$ cat config.mk
export PLATFORM = sky130hd
export DESIGN_NAME = lru_block_cache_tags_core
export DESIGN_NICKNAME = d
export VERILOG_FILES = /design/src/rtl/core/lbct_pkg.sv /design/src/rtl/core/lbct_front.sv /design/src/rtl/core/lbct_back.sv /design/src/rtl/core/lru_block_cache_tags_core.sv
export VERILOG_INCLUDE_DIRS = /design/src /design/src/rtl/core
export SDC_FILE = /design/constraint.sdc
export NUM_CORES = 2
export LEC_CHECK = 0
export BUFFER_PORTS_ARGS = -buffer_cell sky130_fd_sc_hd__buf_2
export CORE_ASPECT_RATIO = 1.5
export CORE_MARGIN = 10
export CORE_UTILIZATION = 47
export CTS_BUF_LIST = sky130_fd_sc_hd__clkbuf_2 sky130_fd_sc_hd__clkbuf_4 sky130_fd_sc_hd__clkbuf_8
export DETAILED_ROUTE_END_ITERATION = 7
export PLACE_DENSITY = 0.75
export SYNTH_ARGS = -nofsm -noshare
export SYNTH_HDL_FRONTEND = slang
export SYNTH_SLANG_ARGS = --single-unit
$ cat constraint.sdc
create_clock -name clk -period 15.65 [get_ports clk]
set_input_delay 1.565 -clock clk [delete_from_list [all_inputs] [get_ports clk]]
set_output_delay 1.565 -clock clk [all_outputs]
set_load 0.05 [all_outputs]
$ cat src/rtl/core/lru_block_cache_tags_core_assert.svh
// Assertion macros for the block cache tag engine.
// Expects clk and rst to be visible in the module that uses them.
`ifndef LRU_BLOCK_CACHE_TAGS_CORE_ASSERT_SVH
`define LRU_BLOCK_CACHE_TAGS_CORE_ASSERT_SVH

// The consequent must hold in the same cycle as the antecedent.
`define LBCT_ASSERT_NOW(label, pre, post) \
  label: assert property (@(posedge clk) disable iff (rst) (pre) |-> (post)) \
    else $error("lbct assertion failed");

// The consequent must hold in the cycle after the antecedent.
`define LBCT_ASSERT_NEXT(label, pre, post) \
  label: assert property (@(posedge clk) disable iff (rst) (pre) |=> (post)) \
    else $error("lbct assertion failed");

`endif

$ cat src/rtl/core/lbct_pkg.sv
// Package of the block cache tag engine: sizes, request codes and transfer types.
// Used by lbct_front, lbct_back and lru_block_cache_tags_core; depends on nothing.
`default_nettype none

package lbct_pkg;

  localparam int WAYS    = 16;
  localparam int WAY_W   = (WAYS > 1) ? $clog2(WAYS) : 1;
  localparam int GROUP   = 8;
  localparam int NGROUPS = (WAYS + GROUP - 1) / GROUP;

  localparam int FID_W   = 32;
  localparam int BLK_W   = 23;
  localparam int TW_W    = 4;
  localparam int STAMP_W = 32;
  localparam int CNT_W   = 32;

  localparam int QDEPTH  = 2;
  localparam int QPTR_W  = (QDEPTH > 1) ? $clog2(QDEPTH) : 1;
  localparam int QCNT_W  = $clog2(QDEPTH + 1);

  localparam logic [1:0] REQ_LOOKUP      = 2'd0;
  localparam logic [1:0] REQ_FILL_DONE   = 2'd1;
  localparam logic [1:0] REQ_FILL_FAILED = 2'd2;
  localparam logic [1:0] REQ_CLOSE       = 2'd3;

  typedef struct packed {
    logic [1:0]       req_type;
    logic [FID_W-1:0] file_ident;
    logic [BLK_W-1:0] block_num;
    logic [TW_W-1:0]  target_way;
  } lbct_req_t;

  typedef struct packed {
    logic             hit;
    logic [TW_W-1:0]  way;
    logic [CNT_W-1:0] hit_total;
    logic [CNT_W-1:0] miss_total;
  } lbct_rsp_t;

  typedef struct packed {
    logic lookup;
    logic fill;
    logic drop;
    logic close;
  } lbct_kind_t;

  typedef struct packed {
    lbct_kind_t       kind;
    logic             tw_ok;
    logic [WAY_W-1:0] tw_idx;
    lbct_req_t        req;
  } lbct_op_t;

endpackage

`default_nettype wire

$ cat src/rtl/core/lbct_front.sv
// Front end: takes requests, decodes them and holds them in a short queue.
// Depends on lbct_pkg and the assertion macro header.
`default_nettype none
`include "lru_block_cache_tags_core_assert.svh"

module lbct_front import lbct_pkg::*; (
  input  logic      clk,
  input  logic      rst,
  input  logic      start,
  output logic      busy,
  input  lbct_req_t req,
  output logic      q_valid,
  output lbct_op_t  q_item,
  input  logic      q_pop
);

  lbct_op_t            queue [QDEPTH];
  logic [QPTR_W-1:0]   wr_ptr;
  logic [QPTR_W-1:0]   rd_ptr;
  logic [QCNT_W-1:0]   count;
  logic [QCNT_W-1:0]   count_next;
  logic                push;
  lbct_op_t            op;

  always_comb begin
    op        = '0;
    op.req    = req;
    op.tw_idx = WAY_W'(req.target_way);
    op.tw_ok  = (int'(req.target_way) < WAYS);
    unique case (req.req_type)
      REQ_LOOKUP:      op.kind.lookup = 1'b1;
      REQ_FILL_DONE:   op.kind.fill   = 1'b1;
      REQ_FILL_FAILED: op.kind.drop   = 1'b1;
      REQ_CLOSE:       op.kind.close  = 1'b1;
      default:         op.kind        = '0;
    endcase
  end

  assign busy    = (count == QCNT_W'(QDEPTH));
  assign push    = start && !busy;
  assign q_valid = (count != '0);
  assign q_item  = queue[rd_ptr];

  always_comb begin
    count_next = count;
    if (push && !q_pop) begin
      count_next = count + QCNT_W'(1);
    end else if (!push && q_pop) begin
      count_next = count - QCNT_W'(1);
    end
  end

  always_ff @(posedge clk) begin
    if (rst) begin
      count  <= '0;
      wr_ptr <= '0;
      rd_ptr <= '0;
    end else begin
      count <= count_next;
      if (push) begin
        wr_ptr <= (wr_ptr == QPTR_W'(QDEPTH - 1)) ? '0 : wr_ptr + QPTR_W'(1);
      end
      if (q_pop) begin
        rd_ptr <= (rd_ptr == QPTR_W'(QDEPTH - 1)) ? '0 : rd_ptr + QPTR_W'(1);
      end
    end
  end

  always_ff @(posedge clk) begin
    if (push) begin
      queue[wr_ptr] <= op;
    end
  end

  `LBCT_ASSERT_NOW(a_count_max, 1'b1, count <= QCNT_W'(QDEPTH))
  `LBCT_ASSERT_NOW(a_pop_nonempty, q_pop, count != '0)
  `LBCT_ASSERT_NEXT(a_push_grows, push && !q_pop, count == $past(count) + QCNT_W'(1))

endmodule

`default_nettype wire

$ cat src/rtl/core/lbct_back.sv
// Back end: tag compare, stamp-age reduction and state update for one request at a time.
// Depends on lbct_pkg and the assertion macro header.
`default_nettype none
`include "lru_block_cache_tags_core_assert.svh"

module lbct_back import lbct_pkg::*; (
  input  logic      clk,
  input  logic      rst,
  input  logic      q_valid,
  input  lbct_op_t  q_item,
  output logic      q_pop,
  output logic      done,
  output lbct_rsp_t rsp
);

  localparam logic [1:0] ST_IDLE = 2'd0;
  localparam logic [1:0] ST_CMP  = 2'd1;
  localparam logic [1:0] ST_RED  = 2'd2;
  localparam logic [1:0] ST_FIN  = 2'd3;

  logic [1:0]         state;
  logic [1:0]         state_next;
  lbct_op_t           cur;

  logic [FID_W-1:0]   tag_file    [WAYS];
  logic [BLK_W-1:0]   tag_block   [WAYS];
  logic [STAMP_W-1:0] entry_stamp [WAYS];
  logic [WAYS-1:0]    entry_valid;
  logic [STAMP_W-1:0] now_stamp;
  logic [CNT_W-1:0]   hit_cnt;
  logic [CNT_W-1:0]   miss_cnt;

  logic [WAYS-1:0]    match_c;
  logic [WAYS-1:0]    fmatch_c;
  logic [WAY_W-1:0]   hit_idx_c;
  logic [WAY_W-1:0]   inv_idx_c;
  logic [WAYS-1:0]    fmatch_r;
  logic               any_match_r;
  logic               any_inv_r;
  logic [WAY_W-1:0]   hit_idx_r;
  logic [WAY_W-1:0]   inv_idx_r;
  logic [STAMP_W-1:0] age_r [WAYS];

  logic [WAY_W-1:0]   grp_idx_c [NGROUPS];
  logic [STAMP_W-1:0] grp_age_c [NGROUPS];
  logic [WAY_W-1:0]   grp_idx_r [NGROUPS];
  logic [STAMP_W-1:0] grp_age_r [NGROUPS];

  logic [WAY_W-1:0]   best_idx;
  logic [STAMP_W-1:0] best_age;
  logic [WAY_W-1:0]   way_sel;
  logic [STAMP_W-1:0] stamp_inc;
  logic [CNT_W-1:0]   hit_cnt_next;
  logic [CNT_W-1:0]   miss_cnt_next;

  assign q_pop = q_valid && ((state == ST_IDLE) || (state == ST_FIN));

  always_comb begin
    state_next = state;
    unique case (state)
      ST_IDLE: state_next = q_valid ? ST_CMP : ST_IDLE;
      ST_CMP:  state_next = ST_RED;
      ST_RED:  state_next = ST_FIN;
      ST_FIN:  state_next = q_valid ? ST_CMP : ST_IDLE;
      default: state_next = ST_IDLE;
    endcase
  end

  always_ff @(posedge clk) begin
    if (rst) begin
      state <= ST_IDLE;
    end else begin
      state <= state_next;
    end
  end

  always_ff @(posedge clk) begin
    if (q_pop) begin
      cur <= q_item;
    end
  end

  always_comb begin
    hit_idx_c = '0;
    inv_idx_c = '0;
    for (int i = 0; i < WAYS; i++) begin
      fmatch_c[i] = entry_valid[i] && (tag_file[i] == cur.req.file_ident);
      match_c[i]  = fmatch_c[i] && (tag_block[i] == cur.req.block_num);
    end
    for (int i = WAYS - 1; i >= 0; i--) begin
      if (match_c[i]) begin
        hit_idx_c = WAY_W'(i);
      end
      if (!entry_valid[i]) begin
        inv_idx_c = WAY_W'(i);
      end
    end
  end

  always_ff @(posedge clk) begin
    if (state == ST_CMP) begin
      fmatch_r    <= fmatch_c;
      any_match_r <= |match_c;
      any_inv_r   <= ~&entry_valid;
      hit_idx_r   <= hit_idx_c;
      inv_idx_r   <= inv_idx_c;
      for (int i = 0; i < WAYS; i++) begin
        age_r[i] <= now_stamp - entry_stamp[i];
      end
    end
  end

  always_comb begin
    for (int g = 0; g < NGROUPS; g++) begin
      grp_idx_c[g] = WAY_W'(g * GROUP);
      grp_age_c[g] = age_r[g * GROUP];
      for (int k = 1; k < GROUP; k++) begin
        if ((g * GROUP + k) < WAYS) begin
          if (age_r[g * GROUP + k] >= grp_age_c[g]) begin
            grp_age_c[g] = age_r[g * GROUP + k];
            grp_idx_c[g] = WAY_W'(g * GROUP + k);
          end
        end
      end
    end
  end

  always_ff @(posedge clk) begin
    if (state == ST_RED) begin
      for (int g = 0; g < NGROUPS; g++) begin
        grp_idx_r[g] <= grp_idx_c[g];
        grp_age_r[g] <= grp_age_c[g];
      end
    end
  end

  always_comb begin
    best_idx = grp_idx_r[0];
    best_age = grp_age_r[0];
    for (int g = 1; g < NGROUPS; g++) begin
      if (grp_age_r[g] >= best_age) begin
        best_age = grp_age_r[g];
        best_idx = grp_idx_r[g];
      end
    end
  end

  always_comb begin
    stamp_inc     = now_stamp + STAMP_W'(1);
    hit_cnt_next  = hit_cnt;
    miss_cnt_next = miss_cnt;
    if (any_match_r) begin
      way_sel = hit_idx_r;
    end else if (any_inv_r) begin
      way_sel = inv_idx_r;
    end else begin
      way_sel = best_idx;
    end
    if (cur.kind.lookup) begin
      if (any_match_r) begin
        hit_cnt_next = hit_cnt + CNT_W'(1);
      end else begin
        miss_cnt_next = miss_cnt + CNT_W'(1);
      end
    end
  end

  always_ff @(posedge clk) begin
    if (rst) begin
      entry_valid <= '0;
      now_stamp   <= '0;
      hit_cnt     <= '0;
      miss_cnt    <= '0;
      done        <= 1'b0;
    end else begin
      done <= (state == ST_FIN);
      if (state == ST_FIN) begin
        hit_cnt  <= hit_cnt_next;
        miss_cnt <= miss_cnt_next;
        if (cur.kind.lookup && any_match_r) begin
          now_stamp <= stamp_inc;
        end
        if (cur.kind.fill && cur.tw_ok) begin
          now_stamp               <= stamp_inc;
          entry_valid[cur.tw_idx] <= 1'b1;
        end
        if (cur.kind.drop && cur.tw_ok) begin
          entry_valid[cur.tw_idx] <= 1'b0;
        end
        if (cur.kind.close) begin
          entry_valid <= entry_valid & ~fmatch_r;
        end
      end
    end
  end

  always_ff @(posedge clk) begin
    if (state == ST_FIN) begin
      if (cur.kind.lookup && any_match_r) begin
        entry_stamp[hit_idx_r] <= stamp_inc;
      end
      if (cur.kind.fill && cur.tw_ok) begin
        tag_file[cur.tw_idx]    <= cur.req.file_ident;
        tag_block[cur.tw_idx]   <= cur.req.block_num;
        entry_stamp[cur.tw_idx] <= stamp_inc;
      end
      rsp.hit        <= cur.kind.lookup && any_match_r;
      rsp.way        <= cur.kind.lookup ? TW_W'(way_sel) : cur.req.target_way;
      rsp.hit_total  <= hit_cnt_next;
      rsp.miss_total <= miss_cnt_next;
    end
  end

  `LBCT_ASSERT_NEXT(a_fin_done, state == ST_FIN, done)
  `LBCT_ASSERT_NEXT(a_done_only_fin, state != ST_FIN, !done)
  `LBCT_ASSERT_NOW(a_hit_lookup, done && rsp.hit, $past(cur.kind.lookup))
  `LBCT_ASSERT_NEXT(a_hit_count, (state == ST_FIN) && cur.kind.lookup && any_match_r,
                    hit_cnt == $past(hit_cnt) + CNT_W'(1))

endmodule

`default_nettype wire

$ cat src/rtl/core/lru_block_cache_tags_core.sv
// Top level of the block cache tag engine: front queue plus back execution engine.
// Depends on lbct_pkg, lbct_front and lbct_back.
`default_nettype none

// A request is taken at a clock edge where start is high and busy is low; busy rises only
// while the two-entry request queue is full. Each request gives exactly one result, shown
// on rsp for a single cycle with done high, in request order; the receiver cannot stall
// it and must capture it in that cycle. A taken request waits in the queue, is loaded
// into the engine and then passes the parallel tag compare and stamp ages, the group age
// reduction and the final victim choice with the state update; done is registered from
// that last step. Back to back, the next queued request is loaded as the last one ends.
module lru_block_cache_tags_core import lbct_pkg::*; (
  input  logic      clk,
  input  logic      rst,
  input  logic      start,
  output logic      busy,
  input  lbct_req_t req,
  output logic      done,
  output lbct_rsp_t rsp
);

  logic     q_valid;
  logic     q_pop;
  lbct_op_t q_item;

  lbct_front u_front (
    .clk     (clk),
    .rst     (rst),
    .start   (start),
    .busy    (busy),
    .req     (req),
    .q_valid (q_valid),
    .q_item  (q_item),
    .q_pop   (q_pop)
  );

  lbct_back u_back (
    .clk     (clk),
    .rst     (rst),
    .q_valid (q_valid),
    .q_item  (q_item),
    .q_pop   (q_pop),
    .done    (done),
    .rsp     (rsp)
  );

endmodule

`default_nettype wire
==> results.md <==
- Ys async rst share: 0%
- Setup Skew: 0.0913 ns
- Area Growth Syn to Fin: 19.9%
- Vias after detailed routing: 90,800
- Crit-path max FO: 7
- Starting Density: 47.1%
- Chip Width: 443 µm
- Fin crit share: 118%
- Rel. slew slack: about 6.2%
- WL final: 441 mm
- H-tree Lvls: 5
- Global-route wire length before repair: between 600 and 700 mm
- Critical Path RT: approximately 16 ns
- Tightest Hold Check Type: reg -> reg
- Critical Path AT: roughly 19 ns
- Status: finished with violations
- Vias in the first global route: about 94,000
- Final instance area: approximately 150,000 µm²
- Core Box Area: 268,000 µm²
- Fin. Hold Viols: 0
- Post-Synth XOR/XNOR Area: about a tenth
- Synthesized-area fraction occupied by adder cells: about a tenth
- Max clock buf depth: 4
- Routability Congestion: 1.09
- Clk slew on worst S/H paths: 0.06 ns
- Worst setup EP type: register
- Post-DP HPWL: 321 mm
- Slew @ Worst Pin: between 1 and 1.5 ns
- Die height: between 600 and 700 µm
- Slowest stage delay, CP: 0.95 ns
- Main flop type after synthesis: edfxtp_1
- Number of buffers created by CTS: ~360
- Failing checks: negative setup slack
- Num Clock Sinks: ~2,400
- Port Buffers: between 100 and 150
- GR peak layer: met2
- Met1 Track Usage GR: 29.4%
- Die area: 290,000 µm²
- WS Path Type: reg -> reg
- Syn nets: 11,500
- Met2 usage: ~52%
- CP max stage cell: nand4_1
- Root buf cell: clkbuf_8
- Post-synth EDFFs: about 2,300
- DR pass1 iterations: 8
- Utilization after layout: 56.5%
- Post-Place Worst Slack: -6.84 ns
- CTS tree: done
- I/O pin cnt: approximately 140
- Startpoint type of the worst setup path: register
- 1st-iter DRT viols: 7,583
- Fmax achieved: 0.0543 GHz
- Flops & latches, synth: 2,377
- Cell Area, Synth: 126,000 µm²
- Synth Area in Compound Gates: 8.56%
- Clk Latency, worst-skew pair: between 1 and 1.5 ns
- DRC viols: 0
- Main combinational cell family by area after synthesis: XOR/XNOR gates
- Final net count: 13,000
- RSZ-0062 raised after global routing: true
- Proportion of synthesized area in mux cells: 2.72%
- Sequential share of the synthesized area: a little under three fifths
- Syn_area_per_cell: 12.1 µm²
- Fin crit period: 18.42 ns
- Met3 usage: under 10%
- Placed cell areas: 139,000 µm²
- Share of post-route cells with drive strength above 1: about a fifth
- Post-route ant nets: 0
- Final Max Tran Viols: 0
- Final setup viols: 70
- Total gr overflow: 0
- Max Cap Violations: 0
- Initial antenna violation count: 51
- YS warnings: 0
- # rows: 233
- Final WS setup: -2.77 ns
- Synthesized instance count: ~10,000
- WL/cell: 28.0 µm
- Count of different cell masters after synthesis: 77
- Simple-Gate Fraction of Synth Area: ~8.9%
- Vias per cell: 5.77
- Tot GR Track Use: roughly 29%
- Hold_buf cts: 0
- Crit-path most repeated cell: buf_12
- Pin count of the biggest net entering global routing: 98
-- path summary, 6_finish.rpt --
kind,startpoint,endpoint,slack [ns],depth (start not counted)
min,u_front.count[1]$_SDFFE_PP0P_,u_front.count[1]$_SDFFE_PP0P_,0.53,2
min reg2reg,u_front.count[1]$_SDFFE_PP0P_,u_front.count[1]$_SDFFE_PP0P_,0.53,2
max,u_back.age_r[0][10]$_DFFE_PN_,u_back.grp_age_r[0][0]$_DFFE_PP_,-2.77,78
max reg2reg,u_back.age_r[0][10]$_DFFE_PN_,u_back.grp_age_r[0][0]$_DFFE_PP_,-2.77,78
-- worst max-delay path, delay by kind of cell (launching register included) --
family	cells	cell delay (ns)
AO/OA/AOI/OAI	24	6.25
buffers and inverters	25	3.91
adder cells (fa/ha/maj)	7	1.98
AND/OR/NAND/NOR	19	4.90
flip-flops	1	0.41
multiplexers	3	0.56
-- repair_timing --
item                       in CTS  in global routing
cloned                         10                 10
gates resized for setup       331                256
pin swaps                     122                159
setup endpoints to repair      70                 70
setup buffers                 202                 68
-- sequential cells by signal, indices dropped and copies added (netlist names), 2 cells and up --
name,count
u_back.age_r,512
u_back.cur,63
u_back.entry_stamp,512
u_back.entry_valid,16
u_back.fmatch_r,16
u_back.grp_age_r,64
u_back.grp_idx_r,6
u_back.hit_cnt,32
u_back.hit_idx_r,4
u_back.inv_idx_r,4
u_back.miss_cnt,32
u_back.now_stamp,32
u_back.rsp,69
u_back.state,2
u_back.tag_block,368
u_back.tag_file,512
u_front.count,2
u_front.queue,126
-- cells in the final DEF (no fill, tap or decap), types with 382 or more instances in the layout --
cell type	n
a21oi_1	447
nor2_1	484
xor2_1	518
clkbuf_8	382
nand2_1	591
inv_1	973
xnor2_1	988
buf_4	1132
ha_1	920
edfxtp_1	2258
-- metrics by stage --
stage          hold slack (ns)  cells  TNS (ns)
2_1_floorplan            0.468  10400   -0.0323
3_3_place_gp             0.479  14800   -395.40
3_5_place_dp             0.509  14800   -386.15
4_1_cts                  0.526  15700   -106.99
5_1_grt                  0.551  15700   -159.94
6_report                 0.528  15700   -149.99
-- cell usage after synthesis, types with 116 or more instances --
library cell / count / area, µm²
dfxtp_1: 119 / 2380
nand2_1: 622 / 2330
ha_1: 978 / 12200
nand3_1: 207 / 1040
nand4_1: 243 / 1520
mux2i_1: 193 / 1930
nor2_1: 502 / 1880
o21ai_0: 308 / 1540
mux2_2: 116 / 1310
a21oi_1: 488 / 2440
inv_1: 983 / 3690
nor3_1: 150 / 751
xor2_1: 527 / 4620
edfxtp_1: 2258 / 67800
a21o_1: 230 / 1730
nor4_1: 121 / 757
xnor2_1: 992 / 8690
clkbuf_1: 207 / 777
-- layout make-up --
| type | instances | area, µm² |
|---|---|---|
| tap | 3525 | 4410 |
| sequential | 2377 | 70200 |
| clock inverter | 188 | 1450 |
| multi-input combinational | 6807 | 54300 |
| inverter | 983 | 3690 |
| clock buffer | 467 | 5900 |
| timing repair buffer | 1380 | 11200 |
| antenna | 20 | 50.0 |
| fill | 21300 | 117000 |
-- kinds of logic (layout without fill, tap and decap cells) --
kind of cell | Yosys count | in the layout
adders and majority gates | 994 | 994
muxes | 323 | 323
DFF | 2377 | 2377
AOI/OAI and AO/OA | 1685 | 1685
xor gates and xnor gates | 1519 | 1519
and+or+nand+nor | 2285 | 2286
buffers and inverters | 1247 | 3018
other | 0 | 20
-- routing by layer --
layer	wire, µm	vias to the layer above
met5	143	-
met1	146000	44700
met2	218000	3884
li1	-	40700
met3	27000	1514
met4	50200	18
Power is not shown: default switching activity piles up to over one toggle a cycle in this logic, so the estimate is an artifact.
